**src/hdl/rw_pkg.sv**
```systemverilog
// rw_pkg: shared sizes, types and helpers of the repetition watchdog.
// Used by rw_key_tbl and repetition_watchdog.
package rw_pkg;

    localparam int NUM_KEYS    = 64;
    localparam int HIST_DEPTH  = 64;
    localparam int MIN_HISTORY = 10;
    localparam int PERIOD_FIRST = 2;
    localparam int PERIOD_LAST  = 5;

    localparam int KEY_W   = 6;
    localparam int HASH_W  = 64;
    localparam int CNT_W   = 17;
    localparam int SLOT_W  = $clog2(HIST_DEPTH);
    localparam int LEN_W   = $clog2(HIST_DEPTH + 1);
    localparam int ADDR_W  = $clog2(NUM_KEYS * HIST_DEPTH);
    localparam int KIDX_W  = (NUM_KEYS > 1) ? $clog2(NUM_KEYS) : 1;

    localparam logic [CNT_W-1:0] COUNT_SAT = 17'd65536;

    localparam logic [1:0] ST_OK      = 2'd0;
    localparam logic [1:0] ST_LIMIT   = 2'd1;
    localparam logic [1:0] ST_PATTERN = 2'd2;

    localparam logic REG_GEN_LIMIT = 1'b0;
    localparam logic REG_REP_LIMIT = 1'b1;

    typedef struct packed {
        logic [CNT_W-1:0]  count;
        logic [LEN_W-1:0]  len;
        logic [SLOT_W-1:0] wptr;
    } t_key_ent;

    // ring slot stepped back by n places, n below HIST_DEPTH
    function automatic logic [SLOT_W-1:0] slot_back(input logic [SLOT_W-1:0] s,
                                                    input logic [2:0] n);
        logic [SLOT_W:0] w;
        w = {1'b0, s} + (SLOT_W+1)'(HIST_DEPTH) - (SLOT_W+1)'(n);
        if (w >= (SLOT_W+1)'(HIST_DEPTH)) begin
            w = w - (SLOT_W+1)'(HIST_DEPTH);
        end
        return w[SLOT_W-1:0];
    endfunction

    function automatic logic [ADDR_W-1:0] hist_addr(input logic [KEY_W-1:0] k,
                                                    input logic [SLOT_W-1:0] s);
        return ADDR_W'(k) * ADDR_W'(HIST_DEPTH) + ADDR_W'(s);
    endfunction

endpackage

```
**src/hdl/rw_key_tbl.sv**
```systemverilog
// rw_key_tbl: per-key count, history length and write pointer memory.
// Valid bits give the all-zero reset state. Depends on rw_pkg.
module rw_key_tbl (
    input  logic                    i_clk,
    input  logic                    i_rst_n,
    input  logic [rw_pkg::KIDX_W-1:0] i_raddr,
    output rw_pkg::t_key_ent        o_rdata,
    input  logic                    i_we,
    input  logic [rw_pkg::KIDX_W-1:0] i_waddr,
    input  rw_pkg::t_key_ent        i_wdata
);

    rw_pkg::t_key_ent r_mem [rw_pkg::NUM_KEYS];
    logic [rw_pkg::NUM_KEYS-1:0] r_vld;

    always_ff @(posedge i_clk) begin
        if (!i_rst_n) begin
            r_vld <= '0;
        end else if (i_we) begin
            r_vld[i_waddr] <= 1'b1;
        end
    end

    always_ff @(posedge i_clk) begin
        if (i_we) begin
            r_mem[i_waddr] <= i_wdata;
        end
        o_rdata <= r_vld[i_raddr] ? r_mem[i_raddr] : '0;
    end

endmodule

```
**config.mk**
```make
export PLATFORM = sky130hd
export DESIGN_NAME = rw_key_tbl
export DESIGN_NICKNAME = d
export VERILOG_FILES = /design/src/hdl/rw_pkg.sv /design/src/hdl/rw_key_tbl.sv
export SDC_FILE = /design/constraint.sdc
export NUM_CORES = 2
export LEC_CHECK = 0
export BUFFER_PORTS_ARGS = -buffer_cell sky130_fd_sc_hd__buf_2
export CAP_MARGIN = 0
export CORE_AREA = 4 4 383 385
export DETAILED_ROUTE_END_ITERATION = 10
export DIE_AREA = 0 0 387 389
export PLACE_DENSITY = 0.78
export SLEW_MARGIN = 10
export SYNTH_ARGS = -nofsm -noshare
export SYNTH_HDL_FRONTEND = slang
export SYNTH_SLANG_ARGS = --single-unit
export TNS_END_PERCENT = 100
```
**constraint.sdc**
```tcl
create_clock -name i_clk -period 5.4 [get_ports i_clk]
set_clock_uncertainty 0.2 [all_clocks]
set_input_delay 0.54 -clock i_clk [delete_from_list [all_inputs] [get_ports i_clk]]
set_output_delay 0.54 -clock i_clk [all_outputs]
set_load 0.05 [all_outputs]
```
==> run_results.csv <==
group,metric,value,unit
detailed_routing,vias,38580,
grt,grt_pass1_wl,286000,microns
clock_tree,htree_levels,4,
setup_path,worstSetupPathType,"in2reg",
finish,syn2layout_area_growth,12.2,%
setup_path,worstPathRequired,5.82,ns
finish,mostFrequentLayoutCell,"edfxtp_1",
sta,setup_viol,0,
logic_synthesis,synth_top_family_by_area,"multiplexers",
sta,finalCriticalPeriod,3.22,ns
logic_synthesis,netlist_area,75500,sq um
sta,tightest_slew,1.28,ns
clock_tree,cts.repair.resized,0,
detailed_routing,drt-wirelength-per-cell,35.9,microns
logic_synthesis,synth_seq_cells,2014,
floorplanning,initial_core_util,52.7,%
clock_tree,clkTransAtPathRegs,0.07,ns
logic_synthesis,yosysUniqueCellTypes,31,
finish,num-fill-cells,9455,
grt,grt_usage,26.6,%
finish,drive_gt1_share,27.8,%
power,power_frac_comb,4.7,%
logic_synthesis,synth_fa_ha_area_share,0,%
sta,max_slew_margin,14.2,%
clock_tree,cts_buffer_depth,3,
setup_path,endpoint_kind,"flip-flop",
logic_synthesis,synth_compound_area_share,4.13,%
sta,fmax,0.311,GHz
power,power_frac_seq,55.3,%
setup_path,slowest_delay,0.67,ns
power,p_per_area,369,nW/um^2
detailed_routing,drtIter0Drc,6714,
clock_tree,numCtsBuffers,183,
logic_synthesis,syn_nets,3365,
detailed_routing,routed_wl,200000,microns
detailed_routing,post_drt_via_cell_ratio,6.93,
setup_path,reg2reg_slack,2.40,ns
flow_run,maxCapViolCount,0,
floorplanning,dieArea,151000,sq um
sta,final_max_slew_viol_count,0,
logic_synthesis,netlist_instances,3320,
floorplanning,die_w,387,microns
power,vdd_drop_max,0.311,mV
setup_path,arrival,3.64,ns
sta,rsz0062_at_grt,"false",
placement,place_congestion,0.799,
power,p_sw_share,21.3,%
clock_tree,cts-root-buf,"clkbuf_16",
worst_hold_path,holdCritPathClass,"in2reg",
setup_path,critPathSlowestCell,"buf_4",
floorplanning,io-pin-count,75,
clock_tree,clkLatencyLatePin,0.82,ns
clock_tree,clock-sinks,2014,
setup_path,path_max_fanout,75,
power,p_leak,26.0,nW
grt,grt_pass1_vias,38722,
logic_synthesis,synth_area_per_cell,22.7,sq um
floorplanning,die_h,389,microns
logic_synthesis,yosys.area_share.simple,0.926,%
placement,io_buffers,74,
finish,final_cell_mix,"edfxtp_1 (1920), mux4_2 (493), a22oi_1 (242)",
logic_synthesis,synth_mux_area_share,14.8,%
setup_path,crit_chain,"buf_8 > buf_4 > buf_4 > mux4_2 > a22oi_1 > a21oi_1 > nor4_1 > a21oi_1",
detailed_routing,first_pass_iters,7,
floorplanning,rows,139,
finish,nets,3545,
grt,grt_overflow,0,
run_status,status,"finished clean",
grt,grt_max_degree,95,
power,power_switching,6.66,mW
logic_synthesis,yosysWarnings,0,
placement,dp_slack,1.40,ns
sta,setup_tns,0,ns
power,p_clk_share,40.0,%
power,p_int,24.6,mW
sta,min_period_over_period,59.6,%
detailed_routing,antenna_left,0,
logic_synthesis,synth_xor_xnor_area_share,0,%
detailed_routing,drc,0,
clock_tree,cts_tree,"built",
floorplanning,core,143000,sq um
grt,antenna_found_initial,18,
sta,final-hold-violation-count,0,
logic_synthesis,synth-seq-area-share,78.9,%
placement,hpwl,105000,microns
sta,fin_ws,2.18,ns
setup_path,startpoint_type,"input pin",
[cells in the mapped netlist]
library cell,instances,area share (%)
mux4_2,493,15
nand2_1,8,0.040
nor2_1,67,0.33
mux2_2,3,0.045
o21bai_1,1,0.0099
o21a_1,64,0.64
edfxtp_1,1920,76
mux2i_1,4,0.053
buf_4,19,0.19
clkbuf_1,100,0.50
and2_1,1,0.0083
dfxtp_1,94,2.5
a21oi_1,152,1.0
o221ai_1,1,0.012
nand3_1,8,0.053
or3_1,2,0.017
buf_2,57,0.38
buf_6,12,0.18
nand2b_1,7,0.058
buf_1,8,0.040
o32ai_1,1,0.012
nor4_1,30,0.25
or2_2,1,0.0083
o21ai_0,2,0.013
nor3_1,4,0.027
nor2b_1,11,0.091
a2111oi_0,1,0.012
nand3b_1,1,0.0099
a22oi_1,242,2.4
nand4_1,4,0.033
a211oi_1,2,0.020
[layout make-up]
class,instances,area [sq um],share of cell area [%]
sequential,2014,59500,70.3
antenna,5,12.5,0.0148
timing repair buffer,191,1460,1.72
clock inverter,102,840,0.991
multi-input combinational,1110,15500,18.3
tap,1903,2380,2.81
clock buffer,239,4920,5.81
[repair_timing]
item	CTS	global route
setup buffers	0	0
hold endpoints to repair	0	16
endpoints found under the setup margin	0	0
hold buffers	0	1
[worst max-delay path: cells and delay by family]
family	cells	cell delay [ns]
compound gates	3	0.70
mux	1	0.34
buf+inv	3	1.53
simple gates	1	0.44
[power by group through the flow]
stage               registers [mW]  logic (mW)  clock network (mW)
detailed placement            17.6        1.41                   0
CTS                           17.3        1.43                12.6
global route                  17.3        1.53                13.3
global placement              17.6        1.38                   0
floorplan                     17.6       0.789                   0
finish                        17.3        1.45                12.5
[kinds of logic after synthesis]
family          after synthesis
compound gates              466
buf+inv                     196
flops                      2014
mux                         500
simple gates                144
[layer usage]
metal  wire [microns]  vias up  track usage [%]
met5              130        -                0
met4             7370       20             9.02
met3            28200      543             8.78
met2            94000     3228             40.6
met1            70300    20190             36.5
li1                 -    14599                -
[registers in the layout, indices dropped and copies added (netlist names)]
name     flops
r_mem     1920
r_vld       64
o_rdata     30
[final timing paths]
kind / from / endpoint / depth (start not counted)
min: i_wdata[13] / r_mem[58][13] / 1
max reg2reg: r_vld[31] / o_rdata[17] / 6
min reg2reg: r_vld[42] / r_vld[42] / 1
max: i_raddr[2] / o_rdata[24] / 8
[through the flow]
step	utilization, %	std cells	hold slack [ns]	power [mW]	cell area (sq um)
after detailed placement	55.1	5214	0.247	19.0	78800
after global routing	59.2	5559	0.127	32.1	84700
after CTS	59.1	5555	0.124	31.3	84600
after global placement	55.1	5214	0.239	19.0	78800
final	59.2	5564	0.109	31.2	84700
after floorplan	-	3320	0.233	18.4	75500
Power figures use the tool's default switching activity.
